### src/hw/rtl/pts_pkg.sv
// ---------------------------------------------------------------------------
// Priority thread scheduler package
// Shared constants, command and status codes, the cell-to-cell search word type and the command type.
// ---------------------------------------------------------------------------
package pts_pkg;

  localparam int MaxThreads = 8;
  localparam int SlotW      = (MaxThreads > 1) ? $clog2(MaxThreads) : 1;
  localparam int CntW       = $clog2(MaxThreads + 1);

  localparam logic [2:0] K_CREATE    = 3'd0;
  localparam logic [2:0] K_TERMINATE = 3'd1;
  localparam logic [2:0] K_SUSPEND   = 3'd2;
  localparam logic [2:0] K_RESUME    = 3'd3;
  localparam logic [2:0] K_TICK      = 3'd4;
  localparam logic [2:0] K_SCHEDULE  = 3'd5;

  localparam logic [2:0] ST_DONE     = 3'd0;
  localparam logic [2:0] ST_SWITCHED = 3'd1;
  localparam logic [2:0] ST_NOSWITCH = 3'd2;
  localparam logic [2:0] ST_NOTFOUND = 3'd3;
  localparam logic [2:0] ST_FULL     = 3'd4;

  // Search word handed down the chain of cells, one cell a cycle
  typedef struct packed {
    logic             found;
    logic [SlotW-1:0] slot;
    logic [15:0]      ident;
    logic [7:0]       prio;
  } pts_search_t;

  // Command broadcast from the controller to every cell
  typedef struct packed {
    logic        tick;      // count down the nonzero countdowns of valid entries
    logic        create;    // write entry at wr_slot
    logic        kill;      // free entry at wr_slot
    logic        susp_wr;   // write suspended bit at wr_slot
    logic        susp_val;
    logic        reload;    // reload countdown at wr_slot
    logic [SlotW-1:0] wr_slot;
    logic [15:0] ident;
    logic [7:0]  prio;
  } pts_cmd_t;

endpackage

### src/hw/rtl/priority_thread_scheduler_core.sv
// ---------------------------------------------------------------------------
// Priority thread scheduler core
// Thread table as a chain of cells, scanned one cell per cycle by a sequencer.
// ---------------------------------------------------------------------------
// Create, terminate, suspend, resume and schedule strobe done once the scan has stepped
// the search word through every cell, one cell a cycle; tick goes straight to finish.
// One command at a time: busy holds from acceptance until the sequencer is idle again,
// so no new command is taken while one is in flight.
// Results are strobed for one cycle on done; the receiver cannot stall.
// Reset (rst, synchronous) empties the table and clears current and last id.
module priority_thread_scheduler_core import pts_pkg::*; (
  input  logic        clk,
  input  logic        rst,
  input  logic        start,
  output logic        busy,
  input  logic [2:0]  kind,
  input  logic [7:0]  priority_req,
  input  logic [15:0] target_id,
  output logic        done,
  output logic [2:0]  status,
  output logic [15:0] result_id,
  output logic [7:0]  result_priority
);

  typedef enum logic [1:0] {S_IDLE, S_SCAN, S_FINISH} state_t;

  state_t          state;
  logic [2:0]      op;
  logic [7:0]      op_prio;
  logic [15:0]     op_id;
  logic [CntW-1:0] idx;
  logic [SlotW-1:0] cur_slot;
  logic            cur_valid;
  logic [15:0]     last_id;
  pts_cmd_t        cmd;
  pts_search_t     head;
  pts_search_t     chain [MaxThreads+1];
  logic [MaxThreads-1:0] valid_vec;
  logic [15:0]     new_id;

  assign head     = '0;
  assign chain[0] = head;
  assign new_id   = last_id + 16'd1;

  // Row of cells; the search word moves one cell each scan cycle
  for (genvar g = 0; g < MaxThreads; g++) begin : g_cell
    pts_cell u_cell (
      .clk(clk), .rst(rst), .my_slot(SlotW'(g)), .mode(op), .key_id(op_id),
      .srch_in(chain[g]), .step(state == S_SCAN && idx == CntW'(g)),
      .srch_out(chain[g+1]), .cmd(cmd), .valid(valid_vec[g])
    );
  end

  assign busy = (state != S_IDLE);

  // Sequencer, table updates and registered result
  always_ff @(posedge clk) begin
    if (rst) begin
      state     <= S_IDLE;
      done      <= 1'b0;
      cmd       <= '0;
      cur_valid <= 1'b0;
      cur_slot  <= '0;
      last_id   <= '0;
      idx       <= '0;
    end else begin
      done <= 1'b0;
      cmd  <= '0;
      unique case (state)
        S_IDLE: begin
          if (start) begin
            op      <= kind;
            op_prio <= priority_req;
            op_id   <= target_id;
            idx     <= '0;
            if (kind == K_TICK) begin
              cmd.tick <= 1'b1;
              state    <= S_FINISH;
            end else if (kind inside {K_CREATE, K_TERMINATE, K_SUSPEND, K_RESUME,
                                      K_SCHEDULE}) begin
              state <= S_SCAN;
            end else begin
              state <= S_FINISH;
            end
          end
        end
        S_SCAN: begin
          idx <= idx + CntW'(1);
          if (idx == CntW'(MaxThreads)) begin
            state           <= S_FINISH;
            done            <= 1'b1;
            status          <= ST_DONE;
            result_id       <= '0;
            result_priority <= '0;
            cmd.wr_slot     <= chain[MaxThreads].slot;
            case (op)
              K_CREATE: begin
                if (!chain[MaxThreads].found) begin
                  status <= ST_FULL;
                end else begin
                  cmd.create <= 1'b1;
                  cmd.ident  <= new_id;
                  cmd.prio   <= op_prio;
                  last_id    <= new_id;
                  result_id  <= new_id;
                end
              end
              K_SCHEDULE: begin
                if (!chain[MaxThreads].found ||
                    (cur_valid && cur_slot == chain[MaxThreads].slot)) begin
                  status <= ST_NOSWITCH;
                end else begin
                  status          <= ST_SWITCHED;
                  cur_slot        <= chain[MaxThreads].slot;
                  cur_valid       <= 1'b1;
                  cmd.reload      <= 1'b1;
                  result_id       <= chain[MaxThreads].ident;
                  result_priority <= chain[MaxThreads].prio;
                end
              end
              default: begin
                if (!chain[MaxThreads].found) begin
                  status <= ST_NOTFOUND;
                end else if (op == K_TERMINATE) begin
                  cmd.kill <= 1'b1;
                  if (cur_valid && cur_slot == chain[MaxThreads].slot)
                    cur_valid <= 1'b0;
                end else begin
                  cmd.susp_wr  <= 1'b1;
                  cmd.susp_val <= (op == K_SUSPEND);
                end
              end
            endcase
          end
        end
        S_FINISH: begin
          // scan commands already reported; tick and unused kinds report here
          state <= S_IDLE;
          if (!done) begin
            done            <= 1'b1;
            status          <= ST_DONE;
            result_id       <= '0;
            result_priority <= '0;
          end
        end
        default: state <= S_IDLE;
      endcase
    end
  end

`ifndef ASSERT_OFF
  // A result appears only while a command is in flight
  a_done_busy: assert property (@(posedge clk) disable iff (rst)
    done |-> $past(busy)) else $error("done without command");
  // A switch always reports a current entry
  a_switch_cur: assert property (@(posedge clk) disable iff (rst)
    (done && status == ST_SWITCHED) |-> cur_valid) else $error("switch lost current");
  // While idle, the current slot holds a live entry
  a_cur_live: assert property (@(posedge clk) disable iff (rst)
    (cur_valid && state == S_IDLE) |-> valid_vec[cur_slot]) else $error("stale current");
`endif

endmodule

### src/hw/rtl/pts_cell.sv
// ---------------------------------------------------------------------------
// Scheduler table cell
// Holds one thread entry and folds it into the search word passing through.
// ---------------------------------------------------------------------------
module pts_cell import pts_pkg::*; (
  input  logic             clk,
  input  logic             rst,
  input  logic [SlotW-1:0] my_slot,
  input  logic [2:0]       mode,      // command kind being searched
  input  logic [15:0]      key_id,
  input  pts_search_t      srch_in,
  input  logic             step,      // this cell's turn in the scan
  output pts_search_t      srch_out,
  input  pts_cmd_t         cmd,
  output logic             valid
);

  logic [15:0] ident;
  logic [7:0]  prio;
  logic [7:0]  countdown;
  logic        suspended;
  logic        hit;
  logic        better;

  // Match or election for this entry
  always_comb begin
    hit    = 1'b0;
    better = 1'b0;
    case (mode)
      K_CREATE:
        hit = !valid;
      K_SCHEDULE: begin
        hit = valid && !suspended && (prio != 8'd0) && (countdown == 8'd0);
        better = !srch_in.found || (prio > srch_in.prio) ||
                 ((prio == srch_in.prio) && (ident < srch_in.ident));
      end
      default:
        hit = valid && (ident == key_id);
    endcase
  end

  // Search word out: first hit wins, except election takes the better entry
  always_ff @(posedge clk) begin
    if (step) begin
      srch_out <= srch_in;
      if (hit && (mode == K_SCHEDULE ? better : !srch_in.found)) begin
        srch_out.found <= 1'b1;
        srch_out.slot  <= my_slot;
        srch_out.ident <= ident;
        srch_out.prio  <= prio;
      end
    end
  end

  // Entry state
  always_ff @(posedge clk) begin
    if (rst) begin
      valid <= 1'b0;
    end else begin
      if (cmd.tick && valid && countdown != 8'd0) countdown <= countdown - 8'd1;
      if (cmd.wr_slot == my_slot) begin
        if (cmd.create) begin
          valid     <= 1'b1;
          ident     <= cmd.ident;
          prio      <= cmd.prio;
          countdown <= cmd.prio;
          suspended <= 1'b0;
        end
        if (cmd.kill) valid <= 1'b0;
        if (cmd.susp_wr) suspended <= cmd.susp_val;
        if (cmd.reload) countdown <= prio;
      end
    end
  end

endmodule
### config.mk
export PLATFORM = sky130hd
export DESIGN_NAME = priority_thread_scheduler_core
export DESIGN_NICKNAME = d
export VERILOG_FILES = /design/src/hw/rtl/pts_pkg.sv /design/src/hw/rtl/priority_thread_scheduler_core.sv /design/src/hw/rtl/pts_cell.sv
export SDC_FILE = /design/constraint.sdc
export NUM_CORES = 1
export LEC_CHECK = 0
export BUFFER_PORTS_ARGS = -buffer_cell sky130_fd_sc_hd__buf_2
export CORE_MARGIN = 2
export CORE_UTILIZATION = 58
export DETAILED_ROUTE_END_ITERATION = 7
export PLACE_DENSITY = 0.75
export SETUP_SLACK_MARGIN = 0.4
export SYNTH_ARGS = -nofsm -noshare
export SYNTH_HDL_FRONTEND = slang
export SYNTH_HIERARCHICAL = 1
export SYNTH_SLANG_ARGS = --single-unit
### constraint.sdc
create_clock -name clk -period 3.4 [get_ports clk]
set_input_delay 0.17 -clock clk [delete_from_list [all_inputs] [get_ports clk]]
set_output_delay 0.17 -clock clk [all_outputs]
set_load 0.02 [all_outputs]
==> results.json, run 1 <==
{
  "gp_congestion": 0.980,
  "cp_top_family": "simple AND/OR/NAND/NOR gates",
  "slowest_delay_ns": 0.46,
  "async_flop_share": 0,
  "comb_power_share": 0.049,
  "endpoint_kind": "register",
  "p_seq_frac": 0.511,
  "synth_fa_ha_area_frac": 0.0765,
  "cp.depth": 8,
  "synth_area_per_cell_um2": 12.4,
  "period_minus_slack_ns": 2.93,
  "clock_power_share": 0.440,
  "first_global_vias": 22500,
  "synthSimpleGateAreaFrac": 0.113,
  "crit_path_max_fanout": 27,
  "cp_cell_sequence": "ha_1 > and4_1 > nand2_1 > nor4b_1 > o2111ai_1 > a31oi_4 > buf_8 > mux2_2",
  "timing.final.crit_share": 0.862,
  "ys_types": 88,
  "cp.arrival_ns": 3.27,
  "rsz0062_at_grt": "false",
  "h-tree-depth": 3,
  "synthFlopType": "edfxtp_1",
  "cts_max_path_buffers": 3,
  "synth_edf_count": 542,
  "ys_seq_elements": 610,
  "ant_nets": 0,
  "synthTopCellsByArea": "edfxtp_1 (50%), ha_1 (7.6%), mux2_2 (5.6%), xnor2_1 (4.8%), dfxtp_1 (4.2%)",
  "status": "finished, final reports clean",
  "netlist_instances": 2639,
  "nNetsFinal": 3126,
  "criticalPathCategory": "reg -> reg",
  "cpMaxStageDelayCell": "edfxtp_1",
  "gr-total-overflow": 0,
  "placed_area_um2": 34500,
  "hold_class": "in -> reg",
  "via_per_inst": 5.97,
  "holdPathStages": 2,
  "setup_viol": 0,
  "final_layout_size_suffix_gt1_frac": 0.162,
  "p_total_mw": 16.3,
  "required_ns": 3.74,
  "wl_per_cell_um": 21.4,
  "power_switching_share": 0.211,
  "hold_violations": 0,
  "start_util": 0.584,
  "synth_top_area_frac": 0.497,
  "grt.total_usage": 0.270,
  "rows": 87,
  "p_int_mw": 12.8,
  "finClkSkew_ns": 0.0256,
  "antenna_found_initial": 0,
  "timing.fmax_mhz": 341,
  "synth-xor-area-share": 0.0616,
  "firstDrtPassIters": 5,
  "timing.slew.headroom": 0.319,
  "fp.dieW_um": 242,
  "yosysSeqAreaShare": 0.539,
  "r2r_cells": 8,
  "timing.final.ws_setup_ns": 0.471,
  "power_leakage_nw": 13.9,
  "clock_sinks": 610,
  "clock_latency_ns": 0.60,
  "cts_tree": "built",
  "final_common_cell": "edfxtp_1",
  "ir_worst_vdd_uv": 321,
  "coreArea_um2": 56100,
  "final_area_um2": 37100,
  "fin_hold_ws_ns": 0.0653,
  "netlist_area_um2": 32700,
  "yosysTopAreaCell": "edfxtp_1",
  "grt_max_degree": 55,
  "grt_pass1_wl_um": 123000,
  "drt_wl_total_um": 79100,
  "maxCapViolCount": 0,
  "p_per_area_nw_per_um2": 439,
  "drtIter0Drc": 1701,
  "slew_viol_final": 0,
  "syn2layout_area_growth_pct": 13.4,
  "fin_setup_tns_ns": 0,
  "crit_buf_inv": 1,
  "clk_pin_slew_worst_paths_ns": 0.06,
  "synth_top_family_by_area": "simple AND/OR/NAND/NOR gates",
  "dpl.hpwl_um": 58400,
  "die_h_um": 242,
  "synth_compound_area_frac": 0.0886,
  "ios": 59,
  "die-area_um2": 58300,
  "drc": 0,
  "clock-root-buffer": "clkbuf_16",
  "worstSetupStartpointType": "register",
  "diodes": 0,
  "mostFrequentLayoutCells": "edfxtp_1 (542), inv_1 (234), ha_1 (200)",
  "post-place-ws_ns": 0.234,
  "worst_pin_slew_ns": 1.02,
  "num_vias": 22100,
  "ys_warn_count": 6,
  "cts_made_buffers": 66,
  "switching_power_mw": 3.44,
  "synth.area.mux_share": 0.0812,
  "io_buffers": 58
}
[per-layer routing]
metal	wire (µm)	vias to the layer above	GRT usage
met5	0	-	0
met4	3150	0	0.110
met3	4760	189	0.0378
met2	39700	806	0.473
met1	31600	10800	0.336
li1	-	10300	-
[worst reg2reg max path: stages (launching register included)]
cell       delay (ns)
edfxtp_1         0.46
ha_1             0.34
and4_1           0.24
nand2_1          0.10
nor4b_1          0.39
o2111ai_1        0.25
a31oi_4          0.25
buf_8            0.25
mux2_2           0.38
[layout make-up]
cell class                      count  area (µm²)
Tap cell                          756         946
Clock buffer                       89        1850
Multi-Input combinational cell   1833       14300
Clock inverter                     31         310
Inverter                          234         878
Sequential cell                   610       17600
Fill cell                        4086       19000
Timing Repair Buffer              151        1210
[path summary, 6_finish.rpt]
path,end,slack (ns),startpoint
setup / recovery,g_cell[5].u_cell/srch_out[7]$_DFFE_PP_,0.47,g_cell[5].u_cell/prio[7]$_DFFE_PP_
setup reg to reg,g_cell[5].u_cell/srch_out[7]$_DFFE_PP_,0.47,g_cell[5].u_cell/prio[7]$_DFFE_PP_
hold reg to reg,cmd[1]$_SDFF_PP0_,0.50,op_prio[1]$_DFFE_PP_
hold / removal,g_cell[7].u_cell/countdown[6]$_DFFE_PN_,0.07,rst
[cells in the mapped netlist, types with 10 or more instances]
cell,number
nor2b_1,26
nand2b_1,17
a21oi_1,101
buf_8,12
nand3_1,67
nand2_1,140
nor4_1,41
edfxtp_1,542
o22ai_1,20
inv_1,234
o21ai_0,66
xnor2_1,179
o211ai_1,16
a31oi_1,19
nand3b_1,14
a211oi_1,37
nor2_1,107
a2111oi_0,13
mux2_2,164
a32oi_1,25
and3_1,29
nand4_1,48
and2_1,26
dfxtp_1,68
and4_1,16
nor4b_1,11
xor2_1,51
a22oi_1,10
clkbuf_1,35
buf_2,10
nor3_1,53
ha_1,200
mux2_4,39
mux2_1,13
o2bb2ai_1,11
o32ai_1,12
[through the flow]
stage | utilization | instances
CTS | 0.661 | 3696
detailed placement | 0.615 | 3539
finish | 0.662 | 3704
global placement | 0.615 | 3539
floorplan | - | 2738
global route | 0.662 | 3704
[sequential cells by signal (all words and copies together) (netlist names), 16 cells and up]
register,flops
g_cell.u_cell/srch_out,224
g_cell.u_cell/ident,128
g_cell.u_cell/countdown,64
g_cell.u_cell/prio,64
cmd,33
last_id,16
op_id,16
result_id,16
[cell families after synthesis]
| family | count (synthesis) |
|---|---|
| buf+inv | 296 |
| fa+ha+maj | 200 |
| xor+xnor | 230 |
| compound gates | 409 |
| other cells | 2 |
| flops | 610 |
| simple gates | 668 |
| mux | 224 |
[repair_timing]
item	4_1_cts	5_1_grt
pin swaps	0	0
buffers inserted	7	8
endpoints found under the hold margin	30	0
gates resized for setup	2	2
gates cloned	1	0
setup endpoints to repair	80	33
hold buffers	29	0
[power by group through the flow]
stage	registers, mW	logic, mW	clock network (mW)
finish	8.31	0.803	7.16
global route	8.32	0.875	7.53
CTS	8.32	0.776	7.27
detailed placement	8.48	0.720	0
global placement	8.48	0.692	0
floorplan	8.49	0.478	0
Note: power is estimated with default switching activity, not from simulation.
==> run 2: changes to the inputs <==
--- a/config.mk
+++ b/config.mk
@@ -6,9 +6,10 @@
 export NUM_CORES = 1
 export LEC_CHECK = 0
 export BUFFER_PORTS_ARGS = -buffer_cell sky130_fd_sc_hd__buf_2
-export CORE_MARGIN = 2
+export CORE_MARGIN = 10
 export CORE_UTILIZATION = 58
 export DETAILED_ROUTE_END_ITERATION = 7
+export MAX_ROUTING_LAYER = met4
 export PLACE_DENSITY = 0.75
 export SETUP_SLACK_MARGIN = 0.4
 export SYNTH_ARGS = -nofsm -noshare
==> run 2 against run 1 <==
  * Critical path depth down 1
  * Non-clock buffer count down 12
  * Sequential power about the same
  * Via count down 0.54%
  * Sequential share of layout area up 0.17 points
  * Wire length up 2.0%
  * Largest power group unchanged
  * Largest cell class unchanged
  * Worst hold slack better by 0.051 ns
  * Clock power down 2%
  * Flip-flop and latch count unchanged
  * Clock skew down 0.0042 ns
  * Combinational power about the same
==> results.json, run 2 (synthesis results as in run 1) <==
{
  "rsz0062_at_grt": "false",
  "drtIter0Drc": 1546,
  "p_per_area_nw_per_um2": 435,
  "num_vias": 22000,
  "clock-root-buffer": "clkbuf_16",
  "grt_max_degree": 63,
  "cp.arrival_ns": 3.25,
  "wl_per_cell_um": 21.9,
  "rrSetupSlack_ns": 0.49,
  "die-area_um2": 66300,
  "power_leakage_nw": 13.8,
  "cts_tree": "built",
  "r2r_cells": 7,
  "ant_nets": 0,
  "reg2reg_to": "g_cell[1].u_cell/srch_out[17]$_DFFE_PP_",
  "drc": 0,
  "final_common_cell": "edfxtp_1",
  "via_per_inst": 5.96,
  "final_layout_size_suffix_gt1_frac": 0.160,
  "largest_reg_flops": 224,
  "switching_power_mw": 3.47,
  "period_minus_slack_ns": 2.91,
  "worstSetupStartpointType": "register",
  "hold_class": "in -> reg",
  "gp_congestion": 0.928,
  "worst_pin_slew_ns": 1.07,
  "diodes": 0,
  "required_ns": 3.73,
  "die_h_um": 258,
  "setup_viol": 0,
  "drt_wl_total_um": 80700,
  "fp.dieW_um": 258,
  "dpl.hpwl_um": 59300,
  "coreArea_um2": 56200,
  "crit_path_max_fanout": 16,
  "status": "finished, final reports clean",
  "largestRegisters": "g_cell.u_cell/srch_out (224), g_cell.u_cell/ident (128)",
  "timing.final.crit_share": 0.857,
  "maxCapViolCount": 0,
  "slew_viol_final": 0,
  "p_seq_frac": 0.516,
  "holdPathStages": 2,
  "hold_end": "last_id[7]$_SDFFE_PP0P_",
  "io_buffers": 58,
  "clock_sinks": 610,
  "clock_latency_ns": 0.60,
  "p_int_mw": 12.6,
  "rows": 87,
  "placed_area_um2": 34500,
  "first_global_vias": 22300,
  "syn2layout_area_growth_pct": 13.0,
  "hp-start": "rst",
  "clock_power_share": 0.434,
  "fillCellCount": 4117,
  "timing.rr.start": "op_id[1]$_DFFE_PP_",
  "cts_max_path_buffers": 3,
  "criticalPathCategory": "reg -> reg",
  "mostFrequentLayoutCells": "edfxtp_1 (542), inv_1 (234), ha_1 (200)",
  "h-tree-depth": 3,
  "fin_setup_tns_ns": 0,
  "timing.slew.headroom": 0.288,
  "gr-total-overflow": 0,
  "nNetsFinal": 3114,
  "regMostFlops": "g_cell.u_cell/srch_out",
  "ir_worst_vdd_uv": 364,
  "grt.total_usage": 0.244,
  "hold_violations": 0,
  "ios": 59,
  "timing.fmax_mhz": 343,
  "start_util": 0.583,
  "clk_pin_slew_worst_paths_ns": 0.06,
  "grt_pass1_wl_um": 124000,
  "firstDrtPassIters": 5,
  "endpoint_kind": "register",
  "power_switching_share": 0.216,
  "finClkSkew_ns": 0.0214,
  "comb_power_share": 0.050,
  "final_area_um2": 37000,
  "antenna_found_initial": 0,
  "cts_made_buffers": 67
}
-- run 2: cell types whose count changed in the layout (fill, tap and decap cells not counted), moves of 2 or more --
cell       delta
buf_4        -13
clkbuf_8      +2
bufinv_16     -3
clkinv_2      -2
clkinv_1      -7
buf_8         +2
clkinv_8      +2
nor4b_2       +4
nor4b_1       -5
-- run 2: critical path: stages (launching register included) --
cell and delay, ns:
edfxtp_1 0.68, xnor2_1 0.38, nand4_1 0.15, nor4_1 0.32, a41oi_2 0.23, a31oi_4 0.21
buf_4 0.28, mux2_2 0.37
-- run 2: final cells by class --
class	count	area, µm²	share of cell area
Tap cell	756	946	0.0256
Clock inverter	23	233	0.00629
Clock buffer	92	1870	0.0505
Multi-Input combinational cell	1832	14300	0.387
Timing Repair Buffer	139	1120	0.0303
Sequential cell	610	17600	0.477
Inverter	234	878	0.0238
-- run 2: stage by stage --
| stage | util | cells | total power, mW | setup WS, ns | hold slack (ns) |
|---|---|---|---|---|---|
| after global placement | 0.613 | 3537 | 9.18 | 0.287 | 0.347 |
| after CTS | 0.657 | 3684 | 16.2 | 0.407 | 0.0772 |
| final | 0.658 | 3686 | 16.1 | 0.486 | 0.117 |
| after floorplan | - | 2738 | 8.96 | 0.587 | 0.243 |
| after detailed placement | 0.613 | 3537 | 9.21 | 0.141 | 0.349 |
| after global routing | 0.658 | 3686 | 16.6 | 0.403 | 0.111 |
-- run 2: worst max-delay path by stage --
stage,from,to,slack [ns],cells past startpoint
floorplan,op[2]$_DFFE_PP_,g_cell[6].u_cell/srch_out[10]$_DFFE_PP_,0.59,7
global placement,g_cell[2].u_cell/prio[6]$_DFFE_PP_,g_cell[2].u_cell/srch_out[14]$_DFFE_PP_,0.29,8
detailed placement,g_cell[2].u_cell/prio[7]$_DFFE_PP_,g_cell[2].u_cell/srch_out[17]$_DFFE_PP_,0.14,8
CTS,g_cell[5].u_cell/prio[6]$_DFFE_PP_,g_cell[5].u_cell/srch_out[3]$_DFFE_PP_,0.41,8
global route,g_cell[5].u_cell/prio[6]$_DFFE_PP_,g_cell[5].u_cell/srch_out[2]$_DFFE_PP_,0.40,8
finish,op_id[1]$_DFFE_PP_,g_cell[1].u_cell/srch_out[17]$_DFFE_PP_,0.49,7
-- run 2: timing repair --
action / CTS / global route
hold buffers: 29 / 0
endpoints found under the setup margin: 128 / 90
gates resized for setup: 6 / 8
pin swaps: 1 / 0
endpoints found under the hold margin: 29 / 0
setup buffers: 3 / 2
-- run 2: routing by layer --
layer | global-route usage | vias to the layer above | routed length [µm]
met2 | 0.421 | 726 | 40900
met1 | 0.285 | 10800 | 32900
met3 | 0.0357 | 180 | 4100
met4 | 0.0912 | 0 | 2820
li1 | - | 10300 | -
met5 | - | - | 0
-- run 2: power by group through the flow --
stage          combinational, mW  sequential [mW]  clock (mW)
2_1_floorplan              0.478             8.49           0
3_3_place_gp               0.716             8.46           0
3_5_place_dp               0.742             8.47           0
4_1_cts                    0.779             8.31        7.10
5_1_grt                    0.873             8.31        7.43
6_report                   0.801             8.31        6.99
